==> src/hdl/gmps_pkg.sv <==
// Shared types and constants for the grid minimum path sum traceback unit.
package gmps_pkg;

   localparam int COST_W     = 16;
   localparam int SUM_W      = 21;
   localparam int CFG_W      = 5;
   localparam int CSR_IDX_W  = 1;
   localparam int RSP_PAD_W  = 2;
   localparam int RSP_DATA_W = SUM_W + 1 + RSP_PAD_W;

   localparam logic signed [SUM_W-1:0] SUM_MAX = {1'b0, {(SUM_W-1){1'b1}}};
   localparam logic signed [SUM_W-1:0] SUM_MIN = {1'b1, {(SUM_W-1){1'b0}}};

   localparam logic [CSR_IDX_W-1:0] CSR_ROWS = 1'b0;
   localparam logic [CSR_IDX_W-1:0] CSR_COLS = 1'b1;

   localparam logic DIR_DOWN  = 1'b0;
   localparam logic DIR_RIGHT = 1'b1;

   typedef logic signed [SUM_W-1:0] sum_type;

   typedef enum logic [2:0] {
      ST_FILL,
      ST_TRACE_RD,
      ST_TRACE_USE,
      ST_TOTAL,
      ST_MOVES
   } state_type;

   // Turns a programmed grid size into the index of the last row or column.
   // Zero acts as one, anything above the maximum acts as the maximum.
   function automatic int last_index(input logic [CFG_W-1:0] v, input int maxv);
      int r;
      if (v == '0) begin
         r = 0;
      end else if (int'(v) > maxv) begin
         r = maxv - 1;
      end else begin
         r = int'(v) - 1;
      end
      return r;
   endfunction

endpackage

==> src/hdl/gmps_sum_cell.sv <==
// One cell of the running row-sum shift chain.
module gmps_sum_cell (
   input  logic             clock,
   input  logic             shift_en,
   input  gmps_pkg::sum_type d_in,
   output gmps_pkg::sum_type d_out
);
   import gmps_pkg::*;

   sum_type sum_ff;

   always_ff @(posedge clock) begin
      if (shift_en) begin
         sum_ff <= d_in;
      end
   end

   assign d_out = sum_ff;

endmodule

==> src/hdl/gmps_dir_mem.sv <==
// Direction bit memory, one write port and one registered read port.
module gmps_dir_mem #(
   parameter int AW = 8
) (
   input  logic          clock,
   input  logic          wr_en,
   input  logic [AW-1:0] wr_addr,
   input  logic          wr_data,
   input  logic [AW-1:0] rd_addr,
   output logic          rd_data
);
   import gmps_pkg::*;

   logic mem_ff [2**AW];
   logic rd_ff;

   always_ff @(posedge clock) begin
      if (wr_en) begin
         mem_ff[wr_addr] <= wr_data;
      end
      rd_ff <= mem_ff[rd_addr];
   end

   assign rd_data = rd_ff;

endmodule

==> src/hdl/grid_min_path_sum_traceback_unit.sv <==
// Top level of the grid minimum path sum unit with path traceback.
//
//   Channel  Direction  Payload
//   req_     in         tdata[15:0] cell_cost
//   rsp_     out        tdata[20:0] total_cost, tdata[21] move_dir, tuser is_total,
//                       tlast last
//   csr_     in         index 0 rows_in_use, index 1 cols_in_use
//
// A cell is taken in every cycle while the grid fills; each one does a compare
// and a saturating add against the row-sum chain, whose tap sits at the last column index.
// After the last cell the traceback reads the direction memory in a read state and a use
// state per move and a final read state, then emits the total and the moves, one per cycle
// while rsp_tready is high.
// No cell is taken from the final cell until the last response transaction completes.
// Reset is synchronous and sets a one-by-one grid; the stores need no clearing.
module grid_min_path_sum_traceback_unit #(
   parameter int MAX_ROWS = 16,
   parameter int MAX_COLS = 16
) (
   input  logic                                clock,
   input  logic                                reset,
   input  logic                                req_tvalid,
   output logic                                req_tready,
   input  logic [gmps_pkg::COST_W-1:0]         req_tdata,   // cell_cost
   output logic                                rsp_tvalid,
   input  logic                                rsp_tready,
   output logic [gmps_pkg::RSP_DATA_W-1:0]     rsp_tdata,   // total_cost, move_dir
   output logic                                rsp_tuser,   // is_total
   output logic                                rsp_tlast,
   input  logic                                csr_we,
   input  logic [gmps_pkg::CSR_IDX_W-1:0]      csr_index,
   input  logic [gmps_pkg::CFG_W-1:0]          csr_wdata
);
   import gmps_pkg::*;

   localparam int RIW = (MAX_ROWS > 1) ? $clog2(MAX_ROWS) : 1;
   localparam int CIW = (MAX_COLS > 1) ? $clog2(MAX_COLS) : 1;
   localparam int AW  = RIW + CIW;
   localparam int STK = MAX_ROWS + MAX_COLS;
   localparam int NW  = $clog2(STK + 1);

   state_type state_ff, state_in;
   logic [RIW-1:0] rows_m1_ff, rows_m1_in;
   logic [CIW-1:0] cols_m1_ff, cols_m1_in;
   logic [RIW-1:0] row_ff, row_in;
   logic [CIW-1:0] col_ff, col_in;
   logic [RIW-1:0] tr_ff, tr_in;
   logic [CIW-1:0] tc_ff, tc_in;
   logic [STK-1:0] stack_ff, stack_in;
   logic [NW-1:0]  cnt_ff, cnt_in;
   sum_type        total_ff, total_in;

   logic           accept;
   sum_type        sum_q [MAX_COLS];
   sum_type        above, left_sum, base, new_sum;
   logic           dir_new, mem_rd, trace_dir;
   logic signed [SUM_W:0] wide;

   assign accept = req_tvalid && req_tready;

   // Row-sum chain: the newest sum is in cell 0, the one a row back sits at the tap.
   for (genvar i = 0; i < MAX_COLS; i++) begin : g_cell
      if (i == 0) begin : g_head
         gmps_sum_cell u_cell (
            .clock    (clock),
            .shift_en (accept),
            .d_in     (new_sum),
            .d_out    (sum_q[i])
         );
      end else begin : g_body
         gmps_sum_cell u_cell (
            .clock    (clock),
            .shift_en (accept),
            .d_in     (sum_q[i-1]),
            .d_out    (sum_q[i])
         );
      end
   end

   gmps_dir_mem #(.AW(AW)) u_dir_mem (
      .clock   (clock),
      .wr_en   (accept),
      .wr_addr ({row_ff, col_ff}),
      .wr_data (dir_new),
      .rd_addr ({tr_ff, tc_ff}),
      .rd_data (mem_rd)
   );

   assign above    = sum_q[cols_m1_ff];
   assign left_sum = sum_q[0];

   always_comb begin
      if (row_ff == '0 && col_ff == '0) begin
         base    = '0;
         dir_new = DIR_DOWN;
      end else if (row_ff == '0) begin
         base    = left_sum;
         dir_new = DIR_RIGHT;
      end else if (col_ff == '0) begin
         base    = above;
         dir_new = DIR_DOWN;
      end else if (above > left_sum) begin
         base    = left_sum;
         dir_new = DIR_RIGHT;
      end else begin
         base    = above;
         dir_new = DIR_DOWN;
      end
      wide = (SUM_W+1)'(base) + (SUM_W+1)'(signed'(req_tdata));
      if (wide[SUM_W] != wide[SUM_W-1]) begin
         new_sum = wide[SUM_W] ? SUM_MIN : SUM_MAX;
      end else begin
         new_sum = wide[SUM_W-1:0];
      end
   end

   // On the first row or column the move is forced, whatever the memory holds.
   assign trace_dir = (tr_ff == '0) ? DIR_RIGHT :
                      (tc_ff == '0) ? DIR_DOWN  : mem_rd;

   always_comb begin
      state_in   = state_ff;
      rows_m1_in = rows_m1_ff;
      cols_m1_in = cols_m1_ff;
      row_in     = row_ff;
      col_in     = col_ff;
      tr_in      = tr_ff;
      tc_in      = tc_ff;
      stack_in   = stack_ff;
      cnt_in     = cnt_ff;
      total_in   = total_ff;
      req_tready = 1'b0;
      rsp_tvalid = 1'b0;
      rsp_tdata  = '0;
      rsp_tuser  = 1'b0;
      rsp_tlast  = 1'b0;

      case (state_ff)
         ST_FILL: begin
            req_tready = 1'b1;
            if (req_tvalid) begin
               if (col_ff == cols_m1_ff) begin
                  col_in = '0;
                  if (row_ff == rows_m1_ff) begin
                     row_in   = '0;
                     total_in = new_sum;
                     tr_in    = rows_m1_ff;
                     tc_in    = cols_m1_ff;
                     cnt_in   = '0;
                     state_in = ST_TRACE_RD;
                  end else begin
                     row_in = row_ff + 1'b1;
                  end
               end else begin
                  col_in = col_ff + 1'b1;
               end
            end
         end
         ST_TRACE_RD: begin
            if (tr_ff == '0 && tc_ff == '0) begin
               state_in = ST_TOTAL;
            end else begin
               state_in = ST_TRACE_USE;
            end
         end
         ST_TRACE_USE: begin
            // Moves come out end first, so the stack hands them back start first.
            stack_in = {stack_ff[STK-2:0], trace_dir};
            cnt_in   = cnt_ff + 1'b1;
            if (trace_dir == DIR_RIGHT) begin
               tc_in = tc_ff - 1'b1;
            end else begin
               tr_in = tr_ff - 1'b1;
            end
            state_in = ST_TRACE_RD;
         end
         ST_TOTAL: begin
            rsp_tvalid = 1'b1;
            rsp_tuser  = 1'b1;
            rsp_tdata  = {{RSP_PAD_W{1'b0}}, DIR_DOWN, total_ff};
            rsp_tlast  = (cnt_ff == '0);
            if (rsp_tready) begin
               state_in = (cnt_ff == '0) ? ST_FILL : ST_MOVES;
            end
         end
         ST_MOVES: begin
            rsp_tvalid = 1'b1;
            rsp_tdata  = {{RSP_PAD_W{1'b0}}, stack_ff[0], {SUM_W{1'b0}}};
            rsp_tlast  = (cnt_ff == NW'(1));
            if (rsp_tready) begin
               stack_in = {1'b0, stack_ff[STK-1:1]};
               cnt_in   = cnt_ff - 1'b1;
               if (cnt_ff == NW'(1)) begin
                  state_in = ST_FILL;
               end
            end
         end
         default: begin
            state_in = ST_FILL;
         end
      endcase

      // A size write restarts the grid at its first cell.
      if (csr_we) begin
         case (csr_index)
            CSR_ROWS: begin
               rows_m1_in = RIW'(last_index(csr_wdata, MAX_ROWS));
               row_in     = '0;
               col_in     = '0;
            end
            CSR_COLS: begin
               cols_m1_in = CIW'(last_index(csr_wdata, MAX_COLS));
               row_in     = '0;
               col_in     = '0;
            end
            default: begin
            end
         endcase
      end
   end

   always_ff @(posedge clock) begin
      if (reset) begin
         state_ff   <= ST_FILL;
         rows_m1_ff <= '0;
         cols_m1_ff <= '0;
         row_ff     <= '0;
         col_ff     <= '0;
         cnt_ff     <= '0;
      end else begin
         state_ff   <= state_in;
         rows_m1_ff <= rows_m1_in;
         cols_m1_ff <= cols_m1_in;
         row_ff     <= row_in;
         col_ff     <= col_in;
         cnt_ff     <= cnt_in;
      end
   end

   always_ff @(posedge clock) begin
      tr_ff    <= tr_in;
      tc_ff    <= tc_in;
      stack_ff <= stack_in;
      total_ff <= total_in;
   end

endmodule
==> config.mk <==
export PLATFORM = sky130hd
export DESIGN_NAME = grid_min_path_sum_traceback_unit
export DESIGN_NICKNAME = d
export VERILOG_FILES = /design/src/hdl/gmps_pkg.sv /design/src/hdl/gmps_sum_cell.sv /design/src/hdl/gmps_dir_mem.sv /design/src/hdl/grid_min_path_sum_traceback_unit.sv
export SDC_FILE = /design/constraint.sdc
export NUM_CORES = 1
export LEC_CHECK = 0
export ABC_AREA = 0
export BUFFER_PORTS_ARGS = -buffer_cell sky130_fd_sc_hd__buf_2
export CAP_MARGIN = 20
export CORE_UTILIZATION = 49
export CTS_CLUSTER_SIZE = 24
export DETAILED_ROUTE_END_ITERATION = 7
export GPL_ROUTABILITY_DRIVEN = 0
export PLACE_DENSITY = 0.68
export SLEW_MARGIN = 20
export SYNTH_ARGS = -nofsm -noshare
export SYNTH_HDL_FRONTEND = slang
export SYNTH_SLANG_ARGS = --single-unit
==> constraint.sdc <==
create_clock -name clock -period 12.1 [get_ports clock]
set_input_delay 0.605 -clock clock [delete_from_list [all_inputs] [get_ports clock]]
set_output_delay 0.605 -clock clock [all_outputs]
set_load 0.05 [all_outputs]
Yosys cells after proc, flatten, opt, wreduce, memory -nomap -nowiden
Memory sizes are Yosys's and may differ from the RTL's. A register that Yosys moved wholly into a read port is not among the register bits.
Cells that the tools add are included.

storage, ports and cells
  output and inout bits = 28
  register bits after elaboration = 422
  RAM bits = 256
  bits of input ports = 27
  memories kept = 1

memories
  name              words  bits a word  rd ports  clocked after memory_dff  wr ports  line                text
  u_dir_mem.mem_ff  256    1            1         1                         1         gmps_dir_mem.sv:14  logic mem_ff [2**AW];

cells by class
  reduce and logical (&&, ||, !) cells = 25
  $lt $le $gt $ge = 3
  multiplexer cells = 52
  bitwise gates (word level) = 2
  add/subtract/negate cells = 8
  eq/ne operators = 16

operator list
  operator                                                               count
  21-bit 2-to-1 mux                                                      8
  21-bit binary-select mux with 4-bit select                             1
  32-bit one-hot mux with 2 select lines                                 1
  4-bit 2-to-1 mux                                                       12
  22-bit one-hot mux with 2 select lines                                 1
  32-bit 2-to-1 mux                                                      1
  6-bit 2-to-1 mux                                                       4
  21-bit by 16-bit adder with 22-bit output                              1
  21-bit greater-than comparator                                         1
  3-bit 2-to-1 mux                                                       7
  6-bit one-hot mux with 3 select lines                                  1
  4-bit zero test                                                        4
  2-bit != test, second input constant                                   8
  4-bit one-hot mux with 2 select lines                                  2
  3-bit one-hot mux with 5 select lines                                  1
  5-bit AND reduction                                                    3
  1-bit 2-to-1 mux                                                       12
  4-bit by 1-bit subtractor with 4-bit output, second input constant     3
  4-bit by 1-bit adder with 4-bit output, second input constant          2
  4-bit equality test                                                    2
  2-bit AND reduction                                                    4
  6-bit by 1-bit adder with 6-bit output, second input constant          1
  3-bit by 2-bit equality test with 1-bit output, second input constant  2
  6-bit by 1-bit equality test with 1-bit output, second input constant  1
  19 further kinds                                                       23

Longest topological paths before layout
  word-level depth = 12
  gate-level depth with buffers = 29
  depth with buffers taken out = 24

Cells and area by module
Synthesis repeated with hierarchy kept, for this count alone.

second synthesis, totals
  cells, all modules = 2041
  area, all modules = 30360.4 um2

by module, submodules not included
  module                            cells an instance  area an instance (um2)  times used  sequential area each (um2)
  gmps_dir_mem                      788                11128.2                 1           7707.4
  gmps_sum_cell                     21                 630.6                   16          630.6
  grid_min_path_sum_traceback_unit  917                9142.5                  1           2332.2

Worst setup path before layout
Ideal clock, no wire load.

  path type = flip-flop to flip-flop
  start = register cols_m1_ff[1]
  end = memory u_dir_mem.mem_ff[0] (data pin)
  path slack = 1.085 ns
  period minus slack after synthesis = 11.015 ns
  arrival time = 9.560 ns
  cell stages (with the launch flop) = 15
  library setup time = 1.455 ns
  buffers on the path = 3
  cells stage by stage = dfxtp_1 > clkbuf_1 > buf_2 > clkbuf_1 > mux4_2 > mux4_2 > ha_1 > a21o_1 > a21o_1 > a21oi_1 > o21ai_0 > a211oi_1 > mux2i_1 > o21a_1 > nor2b_1

on the way
  word-level cells in the longest chain between the ends = 9

RTL lines
  what                                                   line                                     text
  start, declared                                        grid_min_path_sum_traceback_unit.sv:44   logic [CIW-1:0] cols_m1_ff, cols_m1_in;
  start signal, assigned                                 grid_min_path_sum_traceback_unit.sv:233  cols_m1_ff <= cols_m1_in;
  4-bit NOT with 5-bit output (not written as such)      grid_min_path_sum_traceback_unit.sv:89   assign above = sum_q[cols_m1_ff];
  21-bit binary-select mux with 4-bit select             grid_min_path_sum_traceback_unit.sv:89
  21-bit 2-to-1 mux (not written as such) (2 in series)  grid_min_path_sum_traceback_unit.sv:89
  21-bit greater-than comparator                         grid_min_path_sum_traceback_unit.sv:102  end else if (above > left_sum) begin
  1-bit 2-to-1 mux                                       grid_min_path_sum_traceback_unit.sv:102
  1-bit 2-to-1 mux                                       grid_min_path_sum_traceback_unit.sv:99   end else if (col_ff == '0) begin
  1-bit 2-to-1 mux                                       grid_min_path_sum_traceback_unit.sv:96   end else if (row_ff == '0) begin
  1-bit 2-to-1 mux                                       grid_min_path_sum_traceback_unit.sv:93   if (row_ff == '0 && col_ff == '0) begin
  net dir_new                                            grid_min_path_sum_traceback_unit.sv:56   logic dir_new, mem_rd, trace_dir;
  end, declared                                          gmps_dir_mem.sv:14

The timed path passes the listed nets, and every way through them passes these cells. The select of a mux whose other input is x is not followed.

Worst setup path in the final report
  start = register cols_m1_ff[1]
  end = register total_ff[18] (data pin)

on the way
  word-level cells in the longest chain between the ends = 12
  elaborated cells on any way between the ends = 13
  those cells by class = add/sub (1); order compare (1); eq/ne (1); mux (9); bitwise (1)

RTL lines
  what                                                     line                                                                              text
  4-bit NOT with 5-bit output (not written as such) *      grid_min_path_sum_traceback_unit.sv:89
  21-bit binary-select mux with 4-bit select *             grid_min_path_sum_traceback_unit.sv:89
  21-bit 2-to-1 mux (not written as such) * (2 in series)  grid_min_path_sum_traceback_unit.sv:89
  21-bit greater-than comparator                           grid_min_path_sum_traceback_unit.sv:102
  21-bit 2-to-1 mux                                        grid_min_path_sum_traceback_unit.sv:102
  21-bit 2-to-1 mux *                                      grid_min_path_sum_traceback_unit.sv:99
  21-bit 2-to-1 mux *                                      grid_min_path_sum_traceback_unit.sv:96
  21-bit 2-to-1 mux *                                      grid_min_path_sum_traceback_unit.sv:93
  21-bit by 16-bit adder with 22-bit output *              grid_min_path_sum_traceback_unit.sv:109                                           wide = (SUM_W+1)'(base) + (SUM_W+1)'(signed'(req_tdata));
  21-bit 2-to-1 mux or 1-bit != test (tied branches)       grid_min_path_sum_traceback_unit.sv:111, grid_min_path_sum_traceback_unit.sv:110
  21-bit 2-to-1 mux *                                      grid_min_path_sum_traceback_unit.sv:110                                           if (wide[SUM_W] != wide[SUM_W-1]) begin
  net g_cell[0].g_head.u_cell.d_in[18]                     gmps_sum_cell.sv:5                                                                input gmps_pkg::sum_type d_in,
  end signal, assigned                                     grid_min_path_sum_traceback_unit.sv:244                                           total_ff <= total_in;
  end, declared                                            grid_min_path_sum_traceback_unit.sv:51                                            sum_type total_ff, total_in;

The timed path passes the listed nets; every way through them passes the cells marked *. The select of a mux whose other input is x is not followed.
A chain may end at the register's enable or synchronous reset.

==> flow_summary_export.csv <==
group,metric,value,unit
sta,post-route-period-util,64.1,%
critical_path,worst-setup-path-type,"reg -> reg",
cts,cts-root-buf,"clkbuf_16",
global_route,first_global_vias,17200,
power_and_ir_drop,total_power,6030,uW
die,die_height,251,um
cts,path_clk_slew,0.06,ns
logic_synthesis,netlist_area,0.0303,mm^2
detailed_routing,final_antenna_net_count,0,
placement,port_buffers,52,
cts,cts_hold_buffers,0,
final_layout,area_growth,10.4,%
logic_synthesis,synth_cells,2046,
critical_path,reg2reg_depth,23,
die,core,0.0607,mm^2
sta,min_period,7.76,ns
logic_synthesis,asyncSetResetFlopFracSynth,0,%
sta,finalHoldViolCount,0,
detailed_routing,remaining_drc_errors,0,
sta,timing.clock.skew,0.0170,ns
logic_synthesis,yosysTopAreaCell,"edfxtp_1",
logic_synthesis,top_cell_type_s_share_of_synthesized_area,64.7,%
cts,cts_repair_resize_count,0,
logic_synthesis,synth.avg_cell_area,14.8,um^2
die,chipWidth,251,um
sta,holdWs,0.284,ns
global_route,grt_overflow_total,0,
sta,fin_setup_tns,0,ns
critical_path,timing.critical_path.arrival,8.15,ns
logic_synthesis,ys.warnings.count,0,
detailed_routing,num_vias,17200,
cts,cts_inserted_buffers,69,
critical_path,timing.rr.start,"cols_m1_ff[1]",
outcome,run_status,"finished, final reports clean",
critical_path,regToRegSetupSlack,4.34,ns
cts,post-cts-setup-buffers,0,
die,initial_core_util,49.9,%
global_route,grt_first_pass_wirelength,97.2,mm
final_layout,finish.net_count,2147,
detailed_routing,finalWirelength,61.8,mm
cts,cts.htree.levels,3,
logic_synthesis,seq_area_frac_synth,66.4,%
critical_path,worst-path-max-fanout,70,
logic_synthesis,ys_seq_elements,679,
sta,timing.final.max_slew_violations,0,
final_layout,final_core_util,55.1,%
critical_path,critPathLaunchType,"flip-flop",
power_and_ir_drop,p_leak,0.0112,uW
cts,clock_sink_count,679,
sta,timing_worst_slew_pin_value,1.06,ns
critical_path,r2r_path_end,"total_ff[18]",
logic_synthesis,synth_top_cells_by_area,"edfxtp_1 (65%), mux4_2 (10%), nor2_1 (3.9%)",
logic_synthesis,synth-edff-count,653,
critical_path,data_required_time_of_the_worst_path,12.49,ns
sta,rsz0062_at_grt,"false",
cts,max-clock-path-buffers,3,
critical_path,timing.critical_path.from,"cols_m1_ff[1]",
sta,setup_violations,0,
final_layout,antenna_cells,0,
die,pin_count,55,
detailed_routing,routed_wire_length_per_instance,21.4,um
min_path,hold_path.class,"in -> reg",
cts,clk_latency,0.61,ns
die,design.die.area,0.0628,mm^2
detailed_routing,detailedRoute.firstIterationViolations,1549,
power_and_ir_drop,power_density,180,mW/mm^2
global_route,grt_usage,19.9,%
die,num_rows,90,
power_and_ir_drop,power.ir.vdd_worst,0.000132,V
cts,tritoncts,"done",
final_layout,proportion_of_layout_cells_with_a_drive_suffix_above_1,16.9,%
sta,max-slew-margin-rel,29.4,%
logic_synthesis,synthFlopType,"edfxtp_1",
critical_path,crit_path_end_kind,"flip-flop",
sta,max_clock_freq,129,MHz
placement,detailed_place_hpwl,38.6,mm
detailed_routing,pre_antenna_drt_iters,6,
logic_synthesis,synth.lib_cells_used.distinct,79,
detailed_routing,vias_per_cell,5.95,
global_route,grt_max_degree,141,
flow_run,max_cap_violations,0,
critical_path,worst_setup_path_endpoint,"total_ff[18]",
global_route,grt_antenna_before_repair,0,
cell usage after synthesis, types with 3 or more instances:
library cell  number
mux4_2           136
o311ai_0           3
o21a_1             3
mux2i_1           71
o21ai_2            8
buf_1              7
o22ai_1           18
nand2b_1           7
a211o_1            3
xor2_1            15
nand4_1            9
clkbuf_1          90
nor3b_1            3
nor3_1            23
o21ai_0           25
a21oi_1           67
nor4_1             3
a21o_1            11
buf_6              8
ha_1              58
a311oi_1           4
inv_1             49
dfxtp_1           26
a211oi_1          12
nand2_1          170
and2_1            30
nor2_1           311
buf_4             11
or2_1              3
o221ai_1          33
buf_2             20
nor2b_1           12
a22oi_1            3
o21ai_1           19
and3_1             6
xnor2_1           17
o211ai_1          21
nand3_1           29
edfxtp_1         653
stage by stage:
stage / std cells / setup WS (ns) / instance area, um^2
6_report: 2893 / 4.34 / 33400
5_1_grt: 2893 / 3.84 / 33400
2_1_floorplan: 2047 / 1.08 / 30300
3_3_place_gp: 2772 / 4.57 / 31100
4_1_cts: 2893 / 4.23 / 33400
3_5_place_dp: 2772 / 4.28 / 31100
flip-flops by register name, summed over array words and instances (netlist names):
name,flops
state_ff,3
stack_ff,32
g_cell.g_body.u_cell.d_out,315
row_ff,4
col_ff,4
cols_m1_ff,4
cnt_ff,6
total_ff,21
g_cell.g_head.u_cell.d_out,21
tr_ff,4
rows_m1_ff,4
u_dir_mem.rd_data,1
tc_ff,4
u_dir_mem.mem_ff,256
power breakdown:
group | switching [uW] | internal [uW]
Clock | 873 | 1300
Combinational | 487 | 324
Sequential | 137 | 2910
cell type report:
type                    instances  area (um^2)
repair buffers                 80          474
well taps                     782          978
flip-flops and latches        679        20100
clock buffers                  82         1840
fillers                      4695        27300
inverters                      49          184
clock inverters                39          457
multi-input cells            1182         9370
worst max-delay path, stage by stage, from the launching register on:
cell	delay, ns
dfxtp_4	0.50
buf_4	0.82
mux4_2	0.42
mux4_2	0.50
ha_1	0.31
a21o_1	0.16
a21o_1	0.17
a21oi_1	0.15
o21ai_0	0.15
a211oi_1	0.37
mux2i_2	0.28
o21a_1	0.70
mux2i_1	0.33
ha_1	0.22
inv_1	0.06
fa_1	0.47
nor2b_4	0.15
o2111ai_2	0.13
a31oi_2	0.29
o211ai_2	0.13
a31oi_2	0.27
a2bb2oi_4	0.27
nor2_4	0.16
o41ai_2	0.44
layer usage:
metal	vias to the layer above	track usage (%)	routed length (um)
met5	-	0	0
met4	0	6.06	1440
met3	106	4.22	4270
met2	567	31.2	29400
met1	8742	28.0	26700
li1	7809	-	-
cell families after synthesis:
| kind of cell | share of synthesized area [%] |
|---|---|
| and+or+nand+nor | 8.81 |
| buffers and inverters | 2.73 |
| AOI/OAI and AO/OA | 6.02 |
| DFF | 66.4 |
| xor gates and xnor gates | 0.925 |
| muxes | 12.5 |
| other | 0.0124 |
| adders and majority gates | 2.53 |
how the worst min path moves through the flow:
stage          slack, ns  depth (start not counted)                           endpoint                         startpoint
2_1_floorplan       0.42                          0  g_cell[11].g_body.u_cell.d_out[0]  g_cell[10].g_body.u_cell.d_out[0]
3_3_place_gp        0.42                          0  g_cell[3].g_body.u_cell.d_out[14]  g_cell[2].g_body.u_cell.d_out[14]
3_5_place_dp        0.43                          0  g_cell[7].g_body.u_cell.d_out[19]  g_cell[6].g_body.u_cell.d_out[19]
4_1_cts             0.25                          2                          row_ff[1]                             csr_we
5_1_grt             0.25                          2                          row_ff[3]                             csr_we
6_report            0.28                          2                          row_ff[1]                             csr_we
cells in the final DEF, fill, tap and decap left out, types with 23 or more instances in the layout:
master / synthesis / final
a21oi_1: 67 / 67
and2_1: 30 / 29
buf_2: 20 / 52
buf_4: 11 / 27
clkbuf_16: 0 / 72
dfxtp_1: 26 / 23
edfxtp_1: 653 / 653
ha_1: 58 / 58
inv_1: 49 / 49
mux2i_1: 71 / 70
mux4_2: 136 / 136
nand2_1: 170 / 169
nand3_1: 29 / 29
nor2_1: 311 / 310
nor3_1: 23 / 23
o21ai_0: 25 / 25
o221ai_1: 33 / 33
(Power assumes the default switching activity.)
